==> src/rtl/pfnsb_pkg.sv <==
package pfnsb_pkg;

    // Signed Q.16 channel value, range -8.0 .. +8.0
    localparam int QW = 21;
    typedef logic signed [QW-1:0] t_q16;
    typedef logic [3:0][QW-1:0] t_q16_vec;

    localparam logic [QW-1:0] ONE_Q16 = 21'sd65536;
    localparam logic [QW-1:0] SAT_Q16 = 21'sd524288;

    localparam logic [3:0] FMT_UNORM8   = 4'd0;
    localparam logic [3:0] FMT_SNORM8   = 4'd1;
    localparam logic [3:0] FMT_UNORM16  = 4'd2;
    localparam logic [3:0] FMT_SNORM16  = 4'd3;
    localparam logic [3:0] FMT_UNORM32  = 4'd4;
    localparam logic [3:0] FMT_SNORM32  = 4'd5;
    localparam logic [3:0] FMT_FLOAT32  = 4'd6;
    localparam logic [3:0] FMT_4444     = 4'd7;
    localparam logic [3:0] FMT_5551     = 4'd8;
    localparam logic [3:0] FMT_2101010  = 4'd9;
    localparam logic [3:0] FMT_565      = 4'd10;
    localparam logic [3:0] FMT_24_8     = 4'd11;
    localparam logic [3:0] FMT_F32_24_8 = 4'd12;
    localparam logic [3:0] FMT_332      = 4'd13;

    localparam logic [2:0] CFG_FORMAT     = 3'd0;
    localparam logic [2:0] CFG_COUNT      = 3'd1;
    localparam logic [2:0] CFG_ROUTING    = 3'd2;
    localparam logic [2:0] CFG_SCALE_LO   = 3'd3;
    localparam logic [2:0] CFG_SCALE_HI   = 3'd4;
    localparam logic [2:0] CFG_BIAS_LO    = 3'd5;
    localparam logic [2:0] CFG_BIAS_HI    = 3'd6;

    typedef struct packed {
        logic [3:0]  format_code;
        logic [2:0]  component_count;
        logic [11:0] channel_routing;
        logic [31:0] scale_lo;
        logic [31:0] scale_hi;
        logic [31:0] bias_lo;
        logic [31:0] bias_hi;
    } t_cfg;

    // x * 65536 / (2^k - 1), rounded; 16 = k*m + r0. Constant k folds to shifts and adds.
    function automatic t_q16 f_unorm_m1(input logic [16:0] x, input int k, input int m,
                                        input int r0);
        logic [31:0] s_sum;
        logic [31:0] xs;
        logic [31:0] z;
        logic [31:0] zh;
        logic [31:0] zl;
        logic [31:0] w;
        logic [31:0] d;
        logic [31:0] y;
        logic [31:0] q;
        s_sum = '0;
        for (int j = 0; j < 8; j++) begin
            if (j < m) s_sum = s_sum | (32'd1 << (j * k));
        end
        d  = (32'd1 << k) - 32'd1;
        xs = {15'd0, x} << r0;
        z  = xs + ((32'd1 << (k - 1)) - 32'd1);
        zh = z >> k;
        zl = z & d;
        w  = zh + zl;
        y  = zh;
        if (w >= (d << 1)) y = zh + 32'd2;
        else if (w >= d) y = zh + 32'd1;
        q = (xs * s_sum) + y;
        return q[QW-1:0];
    endfunction

    function automatic t_q16 f_snorm_fin(input t_q16 mag, input logic neg);
        t_q16 q;
        q = neg ? -mag : mag;
        if (q < -$signed(ONE_Q16)) q = -$signed(ONE_Q16);
        return q;
    endfunction

    function automatic t_q16 f_unorm32(input logic [31:0] x);
        logic [32:0] s;
        logic [16:0] q;
        s = {17'd0, x[31:16]} + {1'b0, x[15:0], 16'd0};
        q = {1'b0, x[31:16]} + {16'd0, (s >= 33'h0_8000_0000)};
        return {4'd0, q};
    endfunction

    function automatic t_q16 f_unorm24(input logic [23:0] x);
        logic [24:0] s;
        logic [16:0] q;
        s = {9'd0, x[23:8]} + {1'b0, x[7:0], 16'd0};
        q = {1'b0, x[23:8]} + {16'd0, (s >= 25'h080_0000)};
        return {4'd0, q};
    endfunction

    // Magnitude up to 2^31 over 2^31 - 1
    function automatic t_q16 f_snorm32_mag(input logic [31:0] x);
        logic [32:0] s;
        logic [17:0] q;
        s = {16'd0, x[31:15]} + {2'b0, x[14:0], 16'd0};
        q = {1'b0, x[31:15]} + {17'd0, (s >= 33'h0_4000_0000)};
        return {3'd0, q};
    endfunction

    function automatic t_q16 f_float_q16(input logic [31:0] x);
        logic [7:0]  e;
        logic [7:0]  sh;
        logic [24:0] mm;
        logic [24:0] rnd;
        t_q16 mag;
        e   = x[30:23];
        sh  = 8'd134 - e;
        mm  = {2'b01, x[22:0]};
        rnd = '0;
        mag = '0;
        if (e == 8'hff && x[22:0] != 23'd0) begin
            mag = '0;
        end else if (e >= 8'd130) begin
            mag = SAT_Q16;
        end else if (e == 8'd0) begin
            mag = '0;
        end else if (sh >= 8'd25) begin
            mag = '0;
        end else begin
            rnd = (mm + (25'd1 << (sh - 8'd1))) >> sh;
            mag = (rnd > 25'(SAT_Q16)) ? SAT_Q16 : rnd[QW-1:0];
        end
        return x[31] ? -mag : mag;
    endfunction

endpackage

==> src/rtl/pfnsb_queue.sv <==
module pfnsb_queue
    import pfnsb_pkg::*;
(
    input  logic     i_clk,
    input  logic     i_rst_n,
    input  logic     i_push_valid,
    output logic     o_push_ready,
    input  t_q16_vec i_push_data,
    output logic     o_pop_valid,
    input  logic     i_pop_ready,
    output t_q16_vec o_pop_data
);

    t_q16_vec   r_mem [2];
    logic       r_wr_ptr;
    logic       r_rd_ptr;
    logic [1:0] r_count;
    logic       push;
    logic       pop;

    assign o_push_ready = (r_count != 2'd2);
    assign o_pop_valid  = (r_count != 2'd0);
    assign o_pop_data   = r_mem[r_rd_ptr];
    assign push         = i_push_valid && o_push_ready;
    assign pop          = o_pop_valid && i_pop_ready;

    always_ff @(posedge i_clk) begin
        if (!i_rst_n) begin
            r_wr_ptr <= 1'b0;
            r_rd_ptr <= 1'b0;
            r_count  <= 2'd0;
        end else begin
            if (push) r_wr_ptr <= !r_wr_ptr;
            if (pop)  r_rd_ptr <= !r_rd_ptr;
            r_count <= r_count + {1'b0, push} - {1'b0, pop};
        end
        if (push) begin
            r_mem[r_wr_ptr] <= i_push_data;
        end
    end

endmodule

==> config.mk <==
export PLATFORM = sky130hd
export DESIGN_NAME = pfnsb_queue
export DESIGN_NICKNAME = d
export VERILOG_FILES = /design/src/rtl/pfnsb_pkg.sv /design/src/rtl/pfnsb_queue.sv
export SDC_FILE = /design/constraint.sdc
export NUM_CORES = 1
export LEC_CHECK = 0
export ABC_AREA = 1
export BUFFER_PORTS_ARGS = -buffer_cell sky130_fd_sc_hd__buf_2
export CORE_AREA = 2 2 113 115
export DETAILED_ROUTE_END_ITERATION = 10
export DIE_AREA = 0 0 115 117
export HOLD_SLACK_MARGIN = 0.1
export PLACE_DENSITY = 0.82
export SLEW_MARGIN = 20
export SYNTH_ARGS = -nofsm -noshare
export SYNTH_HDL_FRONTEND = slang
export SYNTH_SLANG_ARGS = --single-unit
==> constraint.sdc <==
create_clock -name i_clk -period 9.72 [get_ports i_clk]
set_input_delay 0.486 -clock i_clk [delete_from_list [all_inputs] [get_ports i_clk]]
set_output_delay 0.486 -clock i_clk [all_outputs]
set_load 0.005 [all_outputs]
==> results by group <==
Place
  • # placed instances: 615
  • I/O Buffers: 173
  • Post-Place Setup Slack: 6890 ps
  • HPWL Detailed: 7.19 mm
  • Gpl congestion: 0.750

Flow run
  • Max_cap viols: 0

STA
  • Final setup margin: 6710 ps
  • Min Tclk post-route: 3010 ps
  • Final Hold Fails: 0
  • RSZ-0062 raised after global routing: no
  • Max Fclk: 332 MHz
  • # setup viols final: 0
  • Slew @ Worst Pin: 849 ps
  • Final Cycle Share: 31.0%
  • Post-route setup TNS: 0 ps
  • Final Max Tran Viols: 0
  • Skew final: 8.65 ps
  • Slew margin rel.: 43.4%

Global routing
  • Number of global-route vias before repair: 3295
  • First-pass GRT wire length: 15.9 mm
  • Initial antenna violation count: 0
  • GRT Residual Overflow: 0
  • GRT Overall Usage: 16.5%
  • Largest net degree at the start of global routing: 50

Finish
  • Most frequent cells in the layout: buf_2, edfxtp_1, mux2_4, mux2_2, clkbuf_16
  • Fill cell count: 821
  • P&R area growth vs syn: 25.1%
  • Nets: 574
  • Layout cell share with drive strength beyond 1: 58.6%
  • # diodes: 0
  • Commonest non-fill, non-tap cell in the layout: buf_2
  • Finished Layout Cells: 647

Clocking
  • H-tree depth: 4
  • CTS max path bufs: 2
  • Post-CTS Setup Inserts: 0
  • Cts hold-fix bufs: 0
  • Resized Gates After CTS: 0
  • Clock Sinks: 173
  • Clock root buffer: clkbuf_16
  • CTS Buf Count: 17
  • CTS tree: yes
  • Worst-skew pair later-pin latency: 420 ps
  • Worst-path clk slew: 60 ps

Route
  • DR WL/cell: 17.0 um
  • Antenna viol nets, final: 0
  • DRT Pass-1 Iters: 4
  • DR iter-0 viols: 225
  • Vias: 3290
  • Total Wirelength: 11.0 mm
  • DR DRC count: 0
  • Via/cell ratio: 5.09

Worst setup path
  • Critical Path RT: 9230 ps
  • CP endpoint kind: output port
  • WP data arrival: 2520 ps
  • Crit path launch type: flip-flop
  • Setup CP Type: flip-flop to output port
  • Worst Path Max Fanout: 49

Hold path
  • Min-delay worst type: input pin to flip-flop

Yosys
  • Post-synth cell types: 13
  • Synth Instances: 297
  • FF+latch count, synth: 173
  • Sequential area share after synthesis: 78.7%
  • Avg Cell Area, Syn: 22.0 um2
  • Mapped cell area: 6540 um2
  • Ys Warns: 0
  • Syn_nets: 386

Floorplan
  • Height of the chip: 117 um
  • Die X: 115 um
  • Initial Utilization: 53.1%
  • DIE AREA: 13500 um2
  • Core footprint: 12300 um2
  • Ports: 174
  • Row Count: 41

Pwr
  • Maximum VDD drop: 0.156 mV
  • Power per Cell Area: 262 nW/um2
  • Lkg Pwr: 3.22 nW

Status
  • Status: finished clean
==> through the flow <==
stage / utilization, % / hold slack, ps / instance area [um2] / power [W]
after floorplan: - / 467 / 6540 / 0.00131
after global placement: 61.3 / 477 / 7550 / 0.00146
after detailed placement: 61.3 / 513 / 7550 / 0.00148
after CTS: 66.2 / 229 / 8150 / 0.00216
after global routing: 66.4 / 226 / 8180 / 0.00224
final: 66.4 / 248 / 8180 / 0.00215
==> area by class of cell <==
type	instances	area (um2)	share of cell area, %
sequential	173	5150	62.9
multi-input combinational	108	1290	15.8
timing repair buffer	178	923	11.3
clock buffer	23	458	5.60
tap	150	188	2.29
clock inverter	8	143	1.74
inverter	7	26.3	0.321
==> power by group <==
part           total (W)  switching [W]  internal [W]
clock           0.000685       0.000252      0.000434
combinational   0.000466       0.000208      0.000258
sequential      0.000995      0.0000480      0.000947
total            0.00215       0.000508       0.00164
==> worst max-delay path, cell delays in order (launching register included) <==
cell and delay [ps]:
dfxtp_4 720, buf_4 760, mux2_2 430, buf_2 130
==> synthesized netlist by cell type <==
| cell type | n | share of area (%) |
|---|---|---|
| buf_2 | 2 | 0.15 |
| nand3_1 | 1 | 0.076 |
| a21oi_1 | 1 | 0.076 |
| nor2_1 | 9 | 0.52 |
| mux2_2 | 24 | 4.1 |
| inv_1 | 7 | 0.40 |
| edfxtp_1 | 168 | 77 |
| mux2_4 | 60 | 14 |
| dfxtp_1 | 5 | 1.5 |
| ha_1 | 1 | 0.19 |
| xnor2_1 | 1 | 0.13 |
| buf_6 | 7 | 1.2 |
| nand2_1 | 11 | 0.63 |
==> state kept, by name, indices dropped and copies added, names as in the netlist, named ones only <==
register and count:
r_rd_ptr 1, r_wr_ptr 1, r_count 2, r_mem 168
==> cell families (layout without fill, tap and decap cells) <==
| logic type | Yosys count | after routing | share of synthesized area [%] |
|---|---|---|---|
| buffers and inverters | 16 | 216 | 1.76 |
| adders and majority gates | 1 | 1 | 0.191 |
| and+or+nand+nor | 21 | 21 | 1.22 |
| muxes | 84 | 84 | 17.9 |
| AOI/OAI and AO/OA | 1 | 1 | 0.0765 |
| xor gates and xnor gates | 1 | 1 | 0.134 |
| DFF | 173 | 173 | 78.7 |
==> final timing paths <==
kind / start / to / slack, ps / cells past startpoint
max: flip-flop / o_pop_data[83] / 6710 / 3
min: i_push_data[57] / r_mem[0][57] / 250 / 1
max reg2reg: r_count[0] / r_mem[0][25] / 7490 / 5
min reg2reg: r_rd_ptr / flip-flop / 540 / 2
==> layer usage <==
| layer | wire [um] | GRT usage (%) | part of all wire (%) |
|---|---|---|---|
| met5 | 0 | 0 | 0 |
| met4 | 261 | 9.16 | 2.4 |
| met3 | 755 | 6.69 | 6.9 |
| met2 | 5660 | 27.1 | 52 |
| met1 | 4310 | 18.4 | 39 |
Note: power is estimated with default switching activity, not from simulation.
