File: src/rtl/pfnsb_pkg.sv
package pfnsb_pkg;

    // Signed Q.16 channel value, range -8.0 .. +8.0
    localparam int QW = 21;
    typedef logic signed [QW-1:0] t_q16;
    typedef logic [3:0][QW-1:0] t_q16_vec;

    localparam logic [QW-1:0] ONE_Q16 = 21'sd65536;
    localparam logic [QW-1:0] SAT_Q16 = 21'sd524288;

    localparam logic [3:0] FMT_UNORM8   = 4'd0;
    localparam logic [3:0] FMT_SNORM8   = 4'd1;
    localparam logic [3:0] FMT_UNORM16  = 4'd2;
    localparam logic [3:0] FMT_SNORM16  = 4'd3;
    localparam logic [3:0] FMT_UNORM32  = 4'd4;
    localparam logic [3:0] FMT_SNORM32  = 4'd5;
    localparam logic [3:0] FMT_FLOAT32  = 4'd6;
    localparam logic [3:0] FMT_4444     = 4'd7;
    localparam logic [3:0] FMT_5551     = 4'd8;
    localparam logic [3:0] FMT_2101010  = 4'd9;
    localparam logic [3:0] FMT_565      = 4'd10;
    localparam logic [3:0] FMT_24_8     = 4'd11;
    localparam logic [3:0] FMT_F32_24_8 = 4'd12;
    localparam logic [3:0] FMT_332      = 4'd13;

    localparam logic [2:0] CFG_FORMAT     = 3'd0;
    localparam logic [2:0] CFG_COUNT      = 3'd1;
    localparam logic [2:0] CFG_ROUTING    = 3'd2;
    localparam logic [2:0] CFG_SCALE_LO   = 3'd3;
    localparam logic [2:0] CFG_SCALE_HI   = 3'd4;
    localparam logic [2:0] CFG_BIAS_LO    = 3'd5;
    localparam logic [2:0] CFG_BIAS_HI    = 3'd6;

    typedef struct packed {
        logic [3:0]  format_code;
        logic [2:0]  component_count;
        logic [11:0] channel_routing;
        logic [31:0] scale_lo;
        logic [31:0] scale_hi;
        logic [31:0] bias_lo;
        logic [31:0] bias_hi;
    } t_cfg;

    // x * 65536 / (2^k - 1), rounded; 16 = k*m + r0. Constant k folds to shifts and adds.
    function automatic t_q16 f_unorm_m1(input logic [16:0] x, input int k, input int m,
                                        input int r0);
        logic [31:0] s_sum;
        logic [31:0] xs;
        logic [31:0] z;
        logic [31:0] zh;
        logic [31:0] zl;
        logic [31:0] w;
        logic [31:0] d;
        logic [31:0] y;
        logic [31:0] q;
        s_sum = '0;
        for (int j = 0; j < 8; j++) begin
            if (j < m) s_sum = s_sum | (32'd1 << (j * k));
        end
        d  = (32'd1 << k) - 32'd1;
        xs = {15'd0, x} << r0;
        z  = xs + ((32'd1 << (k - 1)) - 32'd1);
        zh = z >> k;
        zl = z & d;
        w  = zh + zl;
        y  = zh;
        if (w >= (d << 1)) y = zh + 32'd2;
        else if (w >= d) y = zh + 32'd1;
        q = (xs * s_sum) + y;
        return q[QW-1:0];
    endfunction

    function automatic t_q16 f_snorm_fin(input t_q16 mag, input logic neg);
        t_q16 q;
        q = neg ? -mag : mag;
        if (q < -$signed(ONE_Q16)) q = -$signed(ONE_Q16);
        return q;
    endfunction

    function automatic t_q16 f_unorm32(input logic [31:0] x);
        logic [32:0] s;
        logic [16:0] q;
        s = {17'd0, x[31:16]} + {1'b0, x[15:0], 16'd0};
        q = {1'b0, x[31:16]} + {16'd0, (s >= 33'h0_8000_0000)};
        return {4'd0, q};
    endfunction

    function automatic t_q16 f_unorm24(input logic [23:0] x);
        logic [24:0] s;
        logic [16:0] q;
        s = {9'd0, x[23:8]} + {1'b0, x[7:0], 16'd0};
        q = {1'b0, x[23:8]} + {16'd0, (s >= 25'h080_0000)};
        return {4'd0, q};
    endfunction

    // Magnitude up to 2^31 over 2^31 - 1
    function automatic t_q16 f_snorm32_mag(input logic [31:0] x);
        logic [32:0] s;
        logic [17:0] q;
        s = {16'd0, x[31:15]} + {2'b0, x[14:0], 16'd0};
        q = {1'b0, x[31:15]} + {17'd0, (s >= 33'h0_4000_0000)};
        return {3'd0, q};
    endfunction

    function automatic t_q16 f_float_q16(input logic [31:0] x);
        logic [7:0]  e;
        logic [7:0]  sh;
        logic [24:0] mm;
        logic [24:0] rnd;
        t_q16 mag;
        e   = x[30:23];
        sh  = 8'd134 - e;
        mm  = {2'b01, x[22:0]};
        rnd = '0;
        mag = '0;
        if (e == 8'hff && x[22:0] != 23'd0) begin
            mag = '0;
        end else if (e >= 8'd130) begin
            mag = SAT_Q16;
        end else if (e == 8'd0) begin
            mag = '0;
        end else if (sh >= 8'd25) begin
            mag = '0;
        end else begin
            rnd = (mm + (25'd1 << (sh - 8'd1))) >> sh;
            mag = (rnd > 25'(SAT_Q16)) ? SAT_Q16 : rnd[QW-1:0];
        end
        return x[31] ? -mag : mag;
    endfunction

endpackage

File: src/rtl/pfnsb_back.sv
module pfnsb_back
    import pfnsb_pkg::*;
(
    input  logic       i_clk,
    input  logic       i_rst_n,
    input  t_cfg       i_cfg,
    input  logic       i_valid,
    output logic       o_ready,
    input  t_q16_vec   i_vals,
    output logic       o_valid,
    input  logic       i_ready,
    output logic [7:0] o_bytes [4],
    output logic [3:0] o_mask
);

    logic               r_s1_valid;
    logic signed [36:0] r_prod [4];
    logic [3:0]         r_hit;
    logic signed [36:0] n_prod [4];
    logic [3:0]         n_hit;
    logic               r_o_valid;
    logic [7:0]         r_bytes [4];
    logic [3:0]         r_mask;
    logic [7:0]         n_bytes [4];
    logic               s2_adv;
    logic               s1_adv;

    assign s2_adv  = !r_o_valid || i_ready;
    assign s1_adv  = !r_s1_valid || s2_adv;
    assign o_ready = s1_adv;
    assign o_valid = r_o_valid;
    assign o_bytes = r_bytes;
    assign o_mask  = r_mask;

    // Route: the highest enabled channel targeting a slot wins; multiply by the slot scale
    always_comb begin
        logic [31:0]        sreg;
        logic signed [15:0] scale;
        t_q16               v;
        for (int s = 0; s < 4; s++) begin
            v        = '0;
            n_hit[s] = 1'b0;
            for (int c = 0; c < 4; c++) begin
                if (i_cfg.channel_routing[3*c+2] && i_cfg.channel_routing[3*c +: 2] == 2'(s)) begin
                    v        = $signed(i_vals[c]);
                    n_hit[s] = 1'b1;
                end
            end
            sreg      = (s < 2) ? i_cfg.scale_lo : i_cfg.scale_hi;
            scale     = $signed(s[0] ? sreg[31:16] : sreg[15:0]);
            n_prod[s] = 37'(v) * 37'(scale);
        end
    end

    // Add bias, clamp to 0..1, scale to 0..255 and truncate
    always_comb begin
        logic [31:0]        breg;
        logic signed [15:0] bias;
        logic signed [37:0] sum;
        logic [35:0]        x255;
        for (int s = 0; s < 4; s++) begin
            breg = (s < 2) ? i_cfg.bias_lo : i_cfg.bias_hi;
            bias = $signed(s[0] ? breg[31:16] : breg[15:0]);
            sum  = 38'(r_prod[s]) + (38'(bias) <<< 16);
            x255 = {sum[27:0], 8'd0} - {8'd0, sum[27:0]};
            if (!r_hit[s] || sum <= 38'sd0) begin
                n_bytes[s] = 8'd0;
            end else if (sum >= 38'sd268435456) begin
                n_bytes[s] = 8'd255;
            end else begin
                n_bytes[s] = x255[35:28];
            end
        end
    end

    always_ff @(posedge i_clk) begin
        if (!i_rst_n) begin
            r_s1_valid <= 1'b0;
            r_o_valid  <= 1'b0;
        end else begin
            if (s1_adv) r_s1_valid <= i_valid;
            if (s2_adv) r_o_valid  <= r_s1_valid;
        end
        if (s1_adv && i_valid) begin
            r_prod <= n_prod;
            r_hit  <= n_hit;
        end
        if (s2_adv && r_s1_valid) begin
            r_bytes <= n_bytes;
            r_mask  <= r_hit;
        end
    end

endmodule

File: config.mk
export PLATFORM = sky130hd
export DESIGN_NAME = pfnsb_back
export DESIGN_NICKNAME = d
export VERILOG_FILES = /design/src/rtl/pfnsb_pkg.sv /design/src/rtl/pfnsb_back.sv
export SDC_FILE = /design/constraint.sdc
export NUM_CORES = 2
export LEC_CHECK = 0
export BUFFER_PORTS_ARGS = -buffer_cell sky130_fd_sc_hd__buf_2
export CAP_MARGIN = 20
export CORE_ASPECT_RATIO = 0.6
export CORE_MARGIN = 3
export CORE_UTILIZATION = 55
export DETAILED_ROUTE_END_ITERATION = 10
export HOLD_SLACK_MARGIN = 0.03
export PLACE_DENSITY = 0.72
export SETUP_SLACK_MARGIN = 0.05
export SYNTH_ARGS = -nofsm -noshare
export SYNTH_HDL_FRONTEND = slang
export SYNTH_SLANG_ARGS = --single-unit
File: constraint.sdc
create_clock -name i_clk -period 21.4 [get_ports i_clk]
set_input_delay 3.21 -clock i_clk [delete_from_list [all_inputs] [get_ports i_clk]]
set_output_delay 3.21 -clock i_clk [all_outputs]
set_load 0.1 [all_outputs]
==> impl_metrics.csv <==
group,metric,value,unit
cells_and_area,area_growth,5.74,%
floorplan,die_h,271,um
clock_network,clk_latency,0.55,ns
timing,fin_crit,11.51,ns
placement,dp.cells,8773,
synthesis,synthCells,7158,
critical_path,cp_num_buf_inv,8,
detailed_routing,via_per_inst,5.60,
cells_and_area,drive_gt1_share,6.15,%
timing,finalMaxSlewViolations,0,
synthesis,synth_ff_type,"edfxtp_1",
timing,final-setup-viol-count,0,
floorplan,start_util,55.8,%
clock_network,clk_pin_slew,0.07,ns
timing,fin_tns_setup,0,ns
global_routing,grt_max_degree,78,
global_routing,grt_pass1_wl,286,mm
detailed_routing,vias,49500,
critical_path,cp-start-kind,"input pin",
floorplan,std_cell_rows,96,
synthesis,ys_seq_area_share,8.87,%
critical_path,cp_max_fo,22,
clock_network,post_cts_buffers,0,
floorplan,fp.dieW,447,um
clock_network,cts_hold_repair.buffers,0,
critical_path,cp.required,21.66,ns
clock_network,cts_tree,"done",
cells_and_area,nFillCells,10000,
synthesis,syn_avg_cell_area,8.96,um^2
critical_path,crit_type,"input pin to flip-flop",
timing,rsz0062_at_grt,"false",
global_routing,grt.total_usage,30.3,%
critical_path,endpoint_kind,"flip-flop",
clock_network,cts_buffers,17,
timing,fin_skew,0.0311,ns
timing,relSlewSlack,20.4,%
critical_path,cpPeakStageDelay,0.81,ns
critical_path,r2r.worst_path.cells,19,
run_status,outcome,"complete, no violations",
synthesis,synthArstFlopShare,0,%
floorplan,core_area,115000,um^2
placement,portBuffers,265,
timing,tightest_slew,1.19,ns
job,drv_cap,0,
detailed_routing,wl_per_cell,20.2,um
detailed_routing,wl,178,mm
critical_path,cp.depth,31,
floorplan,ioPinCount,273,
min_path,worstHoldPathType,"flip-flop to flip-flop",
cells_and_area,finish.utilization,59.0,%
clock_network,ctsResizeCount,0,
synthesis,ys_warn_count,0,
critical_path,rrSetupSlack,16.26,ns
global_routing,grt_pass1_vias,51700,
placement,gp_congestion,0.921,
clock_network,clkSinkCount,190,
global_routing,antenna_found_initial,30,
placement,place_hpwl,146,mm
clock_network,htreeDepth,4,
synthesis,synth_edf_count,188,
timing,hold_violations,0,
critical_path,startpoint,"i_cfg[132]",
detailed_routing,drt_first_iter_violations,4064,
critical_path,worstReg2RegEnd,"o_bytes[31]",
floorplan,die-area,121000,um^2
synthesis,post_synth_num_cell_types,80,
critical_path,crit_family,"adder cells",
critical_path,crit_top_cell,"fa_1",
critical_path,regToRegStartpoint,"r_prod[127]",
timing,fmax,86.9,MHz
synthesis,synth_area,64100,um^2
critical_path,cp-endpoint,"r_prod[147]",
detailed_routing,antenna_left,0,
critical_path,crit_arrival,11.77,ns
clock_network,cts.path.max_buffers,2,
critical_path,slowest_stage,"a21oi_2",
clock_network,cts_root_buffer,"clkbuf_16",
cells_and_area,layout.nets,9373,
synthesis,synth_nets,9257,
global_routing,grt_remaining_overflow,0,
detailed_routing,drt_pass1_iterations,6,
synthesis,synth_seq_cells,190,
timing,post-route-period-util,53.8,%
detailed_routing,drt_drc_violations_left,0,
cells_and_area,finalNonFillerCells,8836,
==> worst min path at each step <==
stage / start / endpoint / slack, ns / cells past startpoint
4_1_cts: r_hit[0] / o_mask[0] / 0.55 / 0
3_5_place_dp: r_hit[0] / o_mask[0] / 0.53 / 0
2_1_floorplan: r_hit[3] / o_mask[3] / 0.42 / 0
6_report: r_hit[0] / o_mask[0] / 0.54 / 0
3_3_place_gp: r_s1_valid / o_valid / 0.50 / 1
5_1_grt: r_hit[0] / o_mask[0] / 0.56 / 0
==> kinds of logic (layout without fill, tap and decap cells) <==
family	Yosys count	in the layout	synth area share (%)
buf+inv	1868	1997	10.9
flops	190	190	8.87
other cells	0	30	0
fa+ha+maj	1864	1864	52.0
compound gates	891	891	8.80
simple gates	2040	2040	15.1
mux	88	88	1.37
xor+xnor	217	217	2.96
==> sequential cells by signal, indices dropped and copies added, names as in the netlist <==
signal and cells:
o_mask 4, o_valid 1, o_bytes 32, r_s1_valid 1, r_prod 148, r_hit 4
==> metal layers <==
metal	wire, um	global-route usage, %
met1	77100	43.3
met2	75700	44.5
met3	19700	8.51
met4	5890	10.1
met5	13	0.992
==> metrics by stage <==
step                instance area (um^2)  worst slack, ns  hold slack, ns
detailed placement                 67200             9.45           0.530
CTS                                67700            10.03           0.548
global placement                   67200             9.62           0.498
finish                             67800             9.89           0.541
floorplan                          64100            10.75           0.420
global route                       67800             9.54           0.556
==> area by class of cell <==
class / count / area [um^2] / area share, %
Timing Repair Buffer: 352 / 1990 / 2.93
Sequential cell: 190 / 5690 / 8.38
Multi-Input combinational cell: 5100 / 51500 / 76.0
Clock buffer: 18 / 429 / 0.633
Antenna cell: 30 / 75.1 / 0.111
Inverter: 1613 / 6050 / 8.93
Clock inverter: 14 / 135 / 0.199
Tap cell: 1519 / 1900 / 2.80
==> cells in the final DEF (no fill, tap or decap), types with 17 or more instances in the layout <==
master,count
mux2i_1,88
xnor2_1,162
nor3_1,35
o21bai_1,31
a21o_1,102
a211oi_1,34
nand4_1,27
o21a_1,46
and3_1,23
fa_1,1332
nand2b_1,52
o21ai_0,138
clkbuf_16,17
buf_4,86
inv_1,1610
ha_1,532
nand2_1,849
a31oi_1,19
nor2_1,367
and2_1,517
nor4_1,25
edfxtp_1,188
nand3_1,54
diode_2,30
a21oi_1,342
nor2b_1,26
buf_2,265
a21oi_2,18
xor2_1,55
==> synth_stat cells (56+ instances only) <==
cell type / instances / area [um^2]
and2_1: 518 / 3240
a21o_1: 102 / 766
nand2_1: 849 / 3190
o21ai_0: 140 / 701
clkbuf_1: 249 / 935
nand3_1: 56 / 280
fa_1: 1332 / 26700
inv_1: 1610 / 6040
a21oi_1: 360 / 1800
nor2_1: 369 / 1390
xnor2_1: 162 / 1420
mux2i_1: 88 / 881
edfxtp_1: 188 / 5650
ha_1: 532 / 6660
Power is left out: the tool's default activity adds up to more than one toggle a clock period on the data nets, which glitch-free logic cannot reach.
